===== src/rtl/core/set_pkg.sv =====
// Shared types, widths and constants for the seedling establishment tracker.
// No dependencies; every other file refers to it by scoped names.
`default_nettype none

package set_pkg;

	localparam int NUM_LAYERS   = 8;
	localparam int MAX_LAYERS_D = 8;
	localparam int MOIST_W      = 16;
	localparam int TEMP_W       = 16;
	localparam int DAY_W        = 9;
	localparam int CNT_W        = 9;
	localparam int LCNT_W       = 4;
	localparam int CFG_IDX_W    = 3;
	localparam int CFG_DATA_W   = 32;
	localparam int IN_TDATA_W   = 160;
	localparam int OUT_TDATA_W  = 16;
	localparam int TUSER_W      = 1;
	localparam int LAYER0_LSB   = DAY_W + TEMP_W;

	localparam logic [CNT_W-1:0]      CNT_MAX         = '1;
	localparam logic [17:0]           DAY_WINDOW_RST  = 18'd187392;
	localparam logic [LCNT_W-1:0]     LAYER_COUNT_RST = 4'd1;

	typedef enum logic [CFG_IDX_W-1:0] {
		CFG_GERM_MOIST_MIN  = 3'd0,
		CFG_ESTAB_MOIST_MIN = 3'd1,
		CFG_GERM_DAY_WIN    = 3'd2,
		CFG_GERM_TEMP_WIN   = 3'd3,
		CFG_ESTAB_TEMP_WIN  = 3'd4,
		CFG_WET_DRY_LIMITS  = 3'd5,
		CFG_GERM_ESTAB_DAYS = 3'd6,
		CFG_LAYER_COUNT     = 3'd7
	} cfg_idx_t;

	typedef struct packed {
		logic [MOIST_W-1:0]       germ_moist_min;
		logic [DAY_W-1:0]         first_day;
		logic [DAY_W-1:0]         last_day;
		logic signed [TEMP_W-1:0] gt_min;
		logic signed [TEMP_W-1:0] gt_max;
		logic signed [TEMP_W-1:0] et_min;
		logic signed [TEMP_W-1:0] et_max;
		logic [CNT_W-1:0]         need_germ_wet;
		logic [CNT_W-1:0]         max_dry;
		logic [CNT_W-1:0]         need_estab_wet;
		logic [CNT_W-1:0]         min_days;
		logic [CNT_W-1:0]         max_days;
	} cfg_t;

	typedef struct packed {
		logic                     new_season;
		logic [DAY_W-1:0]         doy;
		logic signed [TEMP_W-1:0] temp;
		logic [MOIST_W-1:0]       m0;
	} day_t;

	typedef struct packed {
		logic             estab_failed;
		logic             estab_event;
		logic             season_closed;
		logic             germinated;
		logic [DAY_W-1:0] estab_day;
	} res_t;

	function automatic logic [CNT_W-1:0] sat_inc(input logic [CNT_W-1:0] v);
		return (v == CNT_MAX) ? CNT_MAX : v + CNT_W'(1);
	endfunction

endpackage

`default_nettype wire


===== src/rtl/core/set_cfg_regs.sv =====
// Configuration register file: write decode, reset values, field split,
// clamped layer count and the moisture threshold scaled by the layer count. Uses set_pkg.
`default_nettype none

module set_cfg_regs #(
	parameter int MAX_LAYERS = set_pkg::MAX_LAYERS_D,
	parameter int SUM_W      = set_pkg::MOIST_W + $clog2(MAX_LAYERS + 1)
) (
	input  wire logic                                 clk,
	input  wire logic                                 arst_n,
	input  wire logic                                 cfg_we,
	input  wire logic [set_pkg::CFG_IDX_W-1:0]        cfg_index,
	input  wire logic [set_pkg::CFG_DATA_W-1:0]       cfg_wdata,
	output set_pkg::cfg_t                             cfg,
	output logic [set_pkg::LCNT_W-1:0]                layer_cnt,
	output logic [SUM_W-1:0]                          estab_thr_q
);

	logic [15:0] germ_moist_q;
	logic [15:0] estab_moist_q;
	logic [17:0] day_win_q;
	logic [31:0] gtemp_q;
	logic [31:0] etemp_q;
	logic [26:0] wet_dry_q;
	logic [17:0] g2e_q;
	logic [set_pkg::LCNT_W-1:0] lcnt_q;

	always_ff @(posedge clk or negedge arst_n) begin
		if (!arst_n) begin
			germ_moist_q  <= '0;
			estab_moist_q <= '0;
			day_win_q     <= set_pkg::DAY_WINDOW_RST;
			gtemp_q       <= '0;
			etemp_q       <= '0;
			wet_dry_q     <= '0;
			g2e_q         <= '0;
			lcnt_q        <= set_pkg::LAYER_COUNT_RST;
		end else if (cfg_we) begin
			unique case (set_pkg::cfg_idx_t'(cfg_index))
				set_pkg::CFG_GERM_MOIST_MIN:  germ_moist_q  <= cfg_wdata[15:0];
				set_pkg::CFG_ESTAB_MOIST_MIN: estab_moist_q <= cfg_wdata[15:0];
				set_pkg::CFG_GERM_DAY_WIN:    day_win_q     <= cfg_wdata[17:0];
				set_pkg::CFG_GERM_TEMP_WIN:   gtemp_q       <= cfg_wdata[31:0];
				set_pkg::CFG_ESTAB_TEMP_WIN:  etemp_q       <= cfg_wdata[31:0];
				set_pkg::CFG_WET_DRY_LIMITS:  wet_dry_q     <= cfg_wdata[26:0];
				set_pkg::CFG_GERM_ESTAB_DAYS: g2e_q         <= cfg_wdata[17:0];
				set_pkg::CFG_LAYER_COUNT:     lcnt_q        <= cfg_wdata[3:0];
			endcase
		end
	end

	always_comb begin
		cfg.germ_moist_min = germ_moist_q;
		cfg.first_day      = day_win_q[8:0];
		cfg.last_day       = day_win_q[17:9];
		cfg.gt_min         = $signed(gtemp_q[15:0]);
		cfg.gt_max         = $signed(gtemp_q[31:16]);
		cfg.et_min         = $signed(etemp_q[15:0]);
		cfg.et_max         = $signed(etemp_q[31:16]);
		cfg.need_germ_wet  = wet_dry_q[8:0];
		cfg.max_dry        = wet_dry_q[17:9];
		cfg.need_estab_wet = wet_dry_q[26:18];
		cfg.min_days       = g2e_q[8:0];
		cfg.max_days       = g2e_q[17:9];
	end

	always_comb begin
		if (lcnt_q == '0)
			layer_cnt = set_pkg::LCNT_W'(1);
		else if (lcnt_q > set_pkg::LCNT_W'(MAX_LAYERS))
			layer_cnt = set_pkg::LCNT_W'(MAX_LAYERS);
		else
			layer_cnt = lcnt_q;
	end

	always_ff @(posedge clk or negedge arst_n) begin
		if (!arst_n)
			estab_thr_q <= '0;
		else
			estab_thr_q <= SUM_W'(SUM_W'(estab_moist_q) * SUM_W'(layer_cnt));
	end

endmodule

`default_nettype wire


===== src/rtl/core/set_day_ingest.sv =====
// Input register stage: unpacks one day request, sums the averaged layers
// and holds the day until the tracker takes it. Uses set_pkg.
`default_nettype none

module set_day_ingest #(
	parameter int MAX_LAYERS = set_pkg::MAX_LAYERS_D,
	parameter int SUM_W      = set_pkg::MOIST_W + $clog2(MAX_LAYERS + 1)
) (
	input  wire logic                              clk,
	input  wire logic                              arst_n,
	input  wire logic                              s_tvalid,
	output logic                                   s_tready,
	input  wire logic [set_pkg::IN_TDATA_W-1:0]    s_tdata,
	input  wire logic [set_pkg::TUSER_W-1:0]       s_tuser,
	input  wire logic [set_pkg::LCNT_W-1:0]        layer_cnt,
	input  wire logic                              take,
	output logic                                   valid_s1,
	output set_pkg::day_t                          day_s1,
	output logic [SUM_W-1:0]                       sum_s1
);

	set_pkg::day_t    day_d;
	logic [SUM_W-1:0] sum_d;
	logic             accept;

	assign s_tready = !valid_s1 || take;
	assign accept   = s_tvalid && s_tready;

	always_comb begin
		day_d.new_season = s_tuser[0];
		day_d.doy        = s_tdata[set_pkg::DAY_W-1:0];
		day_d.temp       = $signed(s_tdata[set_pkg::DAY_W +: set_pkg::TEMP_W]);
		day_d.m0         = s_tdata[set_pkg::LAYER0_LSB +: set_pkg::MOIST_W];
	end

	always_comb begin
		sum_d = '0;
		for (int i = 0; i < MAX_LAYERS; i++) begin
			if (set_pkg::LCNT_W'(i) < layer_cnt)
				sum_d = sum_d + SUM_W'(
					s_tdata[set_pkg::LAYER0_LSB + i*set_pkg::MOIST_W +: set_pkg::MOIST_W]);
		end
	end

	always_ff @(posedge clk or negedge arst_n) begin
		if (!arst_n)
			valid_s1 <= 1'b0;
		else if (s_tready)
			valid_s1 <= s_tvalid;
	end

	always_ff @(posedge clk) begin
		if (accept) begin
			day_s1 <= day_d;
			sum_s1 <= sum_d;
		end
	end

endmodule

`default_nettype wire


===== src/rtl/core/set_track_core.sv =====
// Tracking state and result register: germination and establishment
// update for one day per cycle while the result is not stalled. Uses set_pkg.
`default_nettype none

module set_track_core #(
	parameter int SUM_W = set_pkg::MOIST_W + 4
) (
	input  wire logic                              clk,
	input  wire logic                              arst_n,
	input  wire set_pkg::cfg_t                     cfg,
	input  wire logic [SUM_W-1:0]                  estab_thr,
	input  wire logic                              valid_s1,
	input  wire set_pkg::day_t                     day_s1,
	input  wire logic [SUM_W-1:0]                  sum_s1,
	output logic                                   take,
	output logic                                   m_tvalid,
	input  wire logic                              m_tready,
	output logic [set_pkg::OUT_TDATA_W-1:0]        m_tdata
);

	logic                              closed_q, germ_q;
	logic [set_pkg::DAY_W-1:0]         estab_day_q;
	logic [set_pkg::CNT_W-1:0]         dsg_q, dry_q, gwr_q, ewr_q;
	logic                              closed_c, germ_c;
	logic [set_pkg::DAY_W-1:0]         estab_day_c;
	logic [set_pkg::CNT_W-1:0]         dsg_c, dry_c, gwr_c, ewr_c;
	logic                              closed_n, germ_n;
	logic [set_pkg::DAY_W-1:0]         estab_day_n;
	logic [set_pkg::CNT_W-1:0]         dsg_n, dry_n, gwr_n, ewr_n;
	logic                              event_n, failed_n;
	set_pkg::res_t                     res_q;

	assign take     = valid_s1 && (!m_tvalid || m_tready);
	assign m_tdata  = set_pkg::OUT_TDATA_W'(res_q);

	always_comb begin
		closed_c    = closed_q;
		germ_c      = germ_q;
		estab_day_c = estab_day_q;
		dsg_c       = dsg_q;
		dry_c       = dry_q;
		gwr_c       = gwr_q;
		ewr_c       = ewr_q;
		if (day_s1.new_season) begin
			closed_c    = 1'b0;
			germ_c      = 1'b0;
			estab_day_c = '0;
			dsg_c       = '0;
			dry_c       = '0;
			gwr_c       = '0;
			ewr_c       = '0;
		end

		closed_n    = closed_c;
		germ_n      = germ_c;
		estab_day_n = estab_day_c;
		dsg_n       = dsg_c;
		dry_n       = dry_c;
		gwr_n       = gwr_c;
		ewr_n       = ewr_c;
		event_n     = 1'b0;
		failed_n    = 1'b0;

		if (!closed_c && estab_day_c == '0) begin
			gwr_n = (day_s1.m0 > cfg.germ_moist_min) ? set_pkg::sat_inc(gwr_c) : '0;
			if (day_s1.doy >= cfg.first_day) begin
				if (!germ_c) begin
					if (gwr_n >= cfg.need_germ_wet) begin
						if (day_s1.doy > cfg.last_day)
							closed_n = 1'b1;
						else if (day_s1.temp >= cfg.gt_min && day_s1.temp <= cfg.gt_max)
							germ_n = 1'b1;
					end
				end else begin
					if (sum_s1 < estab_thr) begin
						dry_n = set_pkg::sat_inc(dry_c);
						ewr_n = '0;
					end else begin
						dry_n = '0;
						ewr_n = set_pkg::sat_inc(ewr_c);
					end
					if (dry_n > cfg.max_dry || day_s1.temp < cfg.et_min
							|| day_s1.temp > cfg.et_max) begin
						failed_n = 1'b1;
					end else begin
						dsg_n = set_pkg::sat_inc(dsg_c);
						if (ewr_n >= cfg.need_estab_wet && dsg_n >= cfg.min_days) begin
							if (dsg_n > cfg.max_days) begin
								failed_n = 1'b1;
							end else begin
								estab_day_n = day_s1.doy;
								event_n     = 1'b1;
							end
						end
					end
					if (failed_n) begin
						ewr_n  = '0;
						dsg_n  = '0;
						germ_n = 1'b0;
					end
				end
			end
		end
	end

	always_ff @(posedge clk or negedge arst_n) begin
		if (!arst_n) begin
			closed_q    <= 1'b0;
			germ_q      <= 1'b0;
			estab_day_q <= '0;
			dsg_q       <= '0;
			dry_q       <= '0;
			gwr_q       <= '0;
			ewr_q       <= '0;
			m_tvalid    <= 1'b0;
		end else begin
			if (take) begin
				closed_q    <= closed_n;
				germ_q      <= germ_n;
				estab_day_q <= estab_day_n;
				dsg_q       <= dsg_n;
				dry_q       <= dry_n;
				gwr_q       <= gwr_n;
				ewr_q       <= ewr_n;
			end
			if (take)
				m_tvalid <= 1'b1;
			else if (m_tready)
				m_tvalid <= 1'b0;
		end
	end

	always_ff @(posedge clk) begin
		if (take) begin
			res_q.estab_day     <= estab_day_n;
			res_q.germinated    <= germ_n;
			res_q.season_closed <= closed_n;
			res_q.estab_event   <= event_n;
			res_q.estab_failed  <= failed_n;
		end
	end

	a_closed_germ_excl: assert property (@(posedge clk) disable iff (!arst_n)
		!(closed_q && germ_q))
		else $error("closed season with a live seedling");

	a_event_not_failed: assert property (@(posedge clk) disable iff (!arst_n)
		m_tvalid |-> !(res_q.estab_event && res_q.estab_failed))
		else $error("establishment and failure on the same day");

	a_failed_clears_germ: assert property (@(posedge clk) disable iff (!arst_n)
		(m_tvalid && res_q.estab_failed) |-> !res_q.germinated)
		else $error("failure left the seedling germinated");

	a_estab_day_holds: assert property (@(posedge clk) disable iff (!arst_n)
		(estab_day_q != '0 && !(take && day_s1.new_season)) |=> $stable(estab_day_q))
		else $error("recorded establishment day changed within a season");

	a_event_sets_day: assert property (@(posedge clk) disable iff (!arst_n)
		(take && event_n) |=> (estab_day_q == $past(day_s1.doy)))
		else $error("establishment event did not record the day");

endmodule

`default_nettype wire


===== src/rtl/core/seedling_establishment_tracker_core.sv =====
// Top level of the seedling establishment tracker: configuration registers,
// input stage and tracking core. Uses set_pkg, set_cfg_regs, set_day_ingest, set_track_core.
//
//  channel  | signals                         | payload
//  ---------+---------------------------------+---------------------------------------
//  s_ day   | s_tvalid s_tready s_tdata s_tuser | one day: season flag, day, temp, layers
//  m_ res   | m_tvalid m_tready m_tdata        | day result after the update
//  cfg      | cfg_we cfg_index cfg_wdata       | register write, no read-back
//
// One day per cycle sustained while results are taken; a request passes the input
// register, which holds the layer sum, then the tracking state and result register,
// which update together when the tracker takes the day.
// Asynchronous reset clears all tracking state and loads register defaults.
// A stalled result holds the tracker; the input stage holds one waiting day.
`default_nettype none

module seedling_establishment_tracker_core #(
	parameter int MAX_LAYERS = set_pkg::MAX_LAYERS_D
) (
	input  wire logic                                 clk,
	input  wire logic                                 arst_n,
	input  wire logic                                 s_tvalid,
	output logic                                      s_tready,
	// day_of_year[8:0], avg_temp[24:9], moisture_layer0..7 [40:25]..[152:137], zero fill
	input  wire logic [set_pkg::IN_TDATA_W-1:0]       s_tdata,
	// new_season[0]
	input  wire logic [set_pkg::TUSER_W-1:0]          s_tuser,
	output logic                                      m_tvalid,
	input  wire logic                                 m_tready,
	// estab_day[8:0], germinated[9], season_closed[10], estab_event[11],
	// estab_failed[12], zero fill
	output logic [set_pkg::OUT_TDATA_W-1:0]           m_tdata,
	input  wire logic                                 cfg_we,
	input  wire logic [set_pkg::CFG_IDX_W-1:0]        cfg_index,
	input  wire logic [set_pkg::CFG_DATA_W-1:0]       cfg_wdata
);

	localparam int SUM_W = set_pkg::MOIST_W + $clog2(MAX_LAYERS + 1);

	set_pkg::cfg_t               cfg;
	logic [set_pkg::LCNT_W-1:0]  layer_cnt;
	logic [SUM_W-1:0]            estab_thr;
	logic                        take;
	logic                        valid_s1;
	set_pkg::day_t               day_s1;
	logic [SUM_W-1:0]            sum_s1;

	set_cfg_regs #(
		.MAX_LAYERS (MAX_LAYERS),
		.SUM_W      (SUM_W)
	) u_cfg (
		.clk         (clk),
		.arst_n      (arst_n),
		.cfg_we      (cfg_we),
		.cfg_index   (cfg_index),
		.cfg_wdata   (cfg_wdata),
		.cfg         (cfg),
		.layer_cnt   (layer_cnt),
		.estab_thr_q (estab_thr)
	);

	set_day_ingest #(
		.MAX_LAYERS (MAX_LAYERS),
		.SUM_W      (SUM_W)
	) u_ingest (
		.clk       (clk),
		.arst_n    (arst_n),
		.s_tvalid  (s_tvalid),
		.s_tready  (s_tready),
		.s_tdata   (s_tdata),
		.s_tuser   (s_tuser),
		.layer_cnt (layer_cnt),
		.take      (take),
		.valid_s1  (valid_s1),
		.day_s1    (day_s1),
		.sum_s1    (sum_s1)
	);

	set_track_core #(
		.SUM_W (SUM_W)
	) u_track (
		.clk       (clk),
		.arst_n    (arst_n),
		.cfg       (cfg),
		.estab_thr (estab_thr),
		.valid_s1  (valid_s1),
		.day_s1    (day_s1),
		.sum_s1    (sum_s1),
		.take      (take),
		.m_tvalid  (m_tvalid),
		.m_tready  (m_tready),
		.m_tdata   (m_tdata)
	);

endmodule

`default_nettype wire

===== config.mk =====
export PLATFORM = sky130hd
export DESIGN_NAME = seedling_establishment_tracker_core
export DESIGN_NICKNAME = d
export VERILOG_FILES = /design/src/rtl/core/set_pkg.sv /design/src/rtl/core/set_cfg_regs.sv /design/src/rtl/core/set_day_ingest.sv /design/src/rtl/core/set_track_core.sv /design/src/rtl/core/seedling_establishment_tracker_core.sv
export SDC_FILE = /design/constraint.sdc
export NUM_CORES = 1
export LEC_CHECK = 0
export BUFFER_PORTS_ARGS = -buffer_cell sky130_fd_sc_hd__buf_4
export CORE_ASPECT_RATIO = 1.1
export CORE_MARGIN = 2
export CORE_UTILIZATION = 60
export DETAILED_ROUTE_END_ITERATION = 12
export PLACE_DENSITY = 0.8
export SLEW_MARGIN = 10
export SYNTH_ARGS = -nofsm -noshare
export SYNTH_HDL_FRONTEND = slang
export SYNTH_SLANG_ARGS = --single-unit
export TNS_END_PERCENT = 5

===== constraint.sdc =====
create_clock -name clk -period 13.01 [get_ports clk]
set_input_delay 1.301 -clock clk [delete_from_list [all_inputs] [get_ports clk]]
set_output_delay 1.301 -clock clk [all_outputs]
set_load 0.05 [all_outputs]

==> flow_summary.yaml <==
cts:
  post_cts_buffers: 0
  cts.sinks: 307
  post_cts_resized: 0
  h-tree-depth: 1
  clk_path_buf_depth: 3
  clk_pin_slew_ns: 0.07
  ctsHoldBuffers: 0
  cts_tree: "done"
  numCtsBuffers: 29
  root_buffer: "clkbuf_16"
  clk_latency_ns: 0.57
sta:
  finalHoldViolCount: 0
  max_freq_mhz: 85.10
  skew_ns: 0.01474
  rsz0062_at_grt: "no"
  worstMarginPinSlew_ns: 1.105
  whs_ns: 0.5045
  setup_viol: 0
  finalCriticalPeriod_ns: 11.75
  postLayoutSetupSlackWorst_ns: 1.259
  fin_setup_tns_ns: 0
  relSlewSlack_pct: 26.15
  maxSlewViolCount: 0
  finalCritPeriodShare_pct: 90.32
floorplan:
  die_w_um: 196.5
  row_count: 77
  io-pin-count: 219
  coreArea_um2: 40170
  die_y_um: 215.7
  dieArea_um2: 42380
  start_util_pct: 60.85
global_routing:
  grt_pass1_wl_um: 100200
  first_global_vias: 20200
  antenna_found_initial: 4
  grt_busiest_layer: "met2"
  use_met1_pct: 33.90
  grt_max_degree: 121
  track_usage_pct: 29.23
  grt_use_met3_pct: 4.094
  met2_usage_pct: 53.62
  grt-ovfl-total: 0
detailed_routing:
  drc_errors: 0
  antenna_left: 0
  drt_iter0_markers: 1100
  via_count: 19950
  avgRoutedWirePerCell_um: 18.37
  drt-total-wl_um: 61650
  via_per_inst: 5.944
  first_pass_iters: 7
worst_setup_path:
  startpoint_type: "input pin"
  end_kind: "register"
  cp.required_ns: 13.33
  arrival_ns: 12.07
  crit_top_cell: "ha_1"
  path_class: "input pin to register"
  critPathMaxFanout: 5
  worst_path_max_delay_cell: "a2111oi_0"
  critPathMaxStageDelay_ns: 0.64
placement:
  dp_slack_ns: 0.7257
  io_buffers: 208
  gp_congestion: 0.9006
  dpl.cell_count: 3300
  post-dp-hpwl_um: 47630
worst_hold_path:
  hold_class: "register to register"
synthesis:
  ys_warn_count: 0
  synth_area_per_cell_um2: 9.249
  synth_ff_type: "dfrtp_1"
  synth_seq_cells: 307
  seq_area_frac_synth_pct: 33.00
  synth-async-reset-ratio_pct: 75.57
  synth.distinct_cells: 96
  synth_area_um2: 24450
  synth_edf_count: 75
  syn_inst: 2643
layout:
  drive_above_1_share_pct: 16.16
  area_delta_synth_final_pct: 12.33
  stdcell_count: 3357
  fin_util_pct: 68.35
  fill_cells: 3213
  nets: 3358
power_and_ir_drop:
  power_density_nw_per_um2: 276.9
  ir_worst_vdd_mv: 0.3878
  p_leak_uw: 0.01298
run_status:
  outcome: "complete, no violations"
flow_run:
  cap_violations: 0
[sequential cells by signal, indices dropped and copies added, names as in the netlist, 13 cells and up]
name,count
u_cfg.g2e_q,18
u_cfg.day_win_q,18
u_track.m_tdata,13
u_cfg.estab_moist_q,16
u_cfg.germ_moist_q,16
u_cfg.etemp_q,32
u_cfg.gtemp_q,32
u_ingest.sum_s1,20
u_ingest.day_s1,42
u_cfg.estab_thr_q,20
u_cfg.wet_dry_q,27
[where the power goes]
part	switching (µW)	total [µW]	internal [µW]	leakage [µW]
sequential	98.9	1350	1250	0.00360
clock	368	847	479	0.000471
combinational	2990	5400	2410	0.00891
total	3460	7600	4150	0.0130
[area by class of cell]
cell class / count / area, µm² / share of cell area, %
diodes: 3 / 7.507 / 0.02734
clock buffers: 40 / 818.3 / 2.980
clock inverters: 14 / 125.1 / 0.4556
inverters: 249 / 934.6 / 3.404
multi-input cells: 2004 / 15160 / 55.19
flip-flops and latches: 307 / 8066 / 29.37
well taps: 513 / 641.9 / 2.337
repair buffers: 227 / 1712 / 6.233
[path summary, 6_finish.rpt]
path	startpoint	endpoint	slack, ns	depth (start not counted)
min in group asynchronous	arst_n	u_cfg.gtemp_q[22]$_DFFE_PN0P_	0.80	1
worst max register to register	u_cfg.lcnt_q[3]$_DFFE_PN0P_	u_ingest.sum_s1[19]$_DFFE_PP_	1.55	46
worst min register to register	u_track.estab_day_q[3]$_DFFE_PN0P_	u_track.estab_day_q[3]$_DFFE_PN0P_	0.50	2
worst min-delay path	u_track.estab_day_q[3]$_DFFE_PN0P_	u_track.estab_day_q[3]$_DFFE_PN0P_	0.50	2
max in group asynchronous	arst_n	u_cfg.wet_dry_q[15]$_DFFE_PN0P_	10.18	3
worst max-delay path	s_tdata[25]	u_ingest.sum_s1[19]$_DFFE_PP_	1.26	50
[routing by layer]
metal  up-vias  part of all wire [%]
li1       9716                     -
met1      9588                    40
met2       503                    51
met3       144                   4.7
met4         2                   4.4
met5         -                 0.024
[logic make-up (layout without fill, tap and decap cells)]
family	count (synthesis)	after routing	synth area share, %
AND/OR/NAND/NOR	695	695	13.63
AO/OA/AOI/OAI	690	690	18.19
adder cells (fa/ha/maj)	343	343	18.60
buffers and inverters	334	530	5.200
flip-flops	307	307	33.00
multiplexers	148	148	6.771
XOR/XNOR	125	125	4.596
other	1	6	0.01534
[synthesized netlist by cell type, drive strengths merged (9+ instances only)]
library cell  number  area (µm²)
nand3             46       230.2
nor3              35       180.2
inv              248       930.9
a31oi             19       125.1
a21oi            149       749.5
nand2            260       975.9
nor2b             50       312.8
a211oi            28       225.2
o31a               9       78.83
a21o              76       570.6
fa                35       700.7
o211ai            19       147.6
buf               10       55.05
edfxtp            75        2252
o21ai            203        1020
o21bai            15       112.6
mux2             136        1531
dfrtp            225        5630
mux2i             12       123.9
nand4             21       131.4
or3               10       62.56
a22o              16       140.1
nor2             132       498.0
ha               304        3804
nand2b            35       219.0
o21a              66       495.5
o22ai              9       56.30
clkbuf            75       281.5
xor2              40       350.3
xnor2             84       750.7
and3              15       93.84
and2              47       295.3
o31ai             12       90.09
or2               11       68.81
[layout by cell type, fill, tap and decap left out, drive strengths merged, types with 15 or more instances in the layout]
cell / n
a22o: 16
o21ai: 203
a21oi: 149
o21bai: 15
fa: 35
nor2: 132
nand3: 46
dfrtp: 225
mux2: 136
xor2: 40
and3: 15
o21a: 66
a31oi: 19
nand2: 260
ha: 304
inv: 249
nand4: 21
nor2b: 50
xnor2: 84
edfxtp: 75
clkbuf: 40
nand2b: 35
a21o: 76
and2: 47
nor3: 35
o211ai: 19
buf: 227
a211oi: 28
[through the flow]
step	instance area [µm²]	power, µW
finish	27460	7603
detailed placement	26510	6690
global placement	26510	6481
CTS	27450	7591
global route	27460	8307
floorplan	24450	5565
[critical path: cells and delay by family]
| family | cells | cell delay (ns) |
|---|---|---|
| xor+xnor | 5 | 0.55 |
| fa+ha+maj | 10 | 3.38 |
| simple gates | 14 | 2.07 |
| buf+inv | 1 | 0.12 |
| mux | 3 | 0.87 |
| compound gates | 17 | 3.75 |
(Power assumes the default switching activity.)
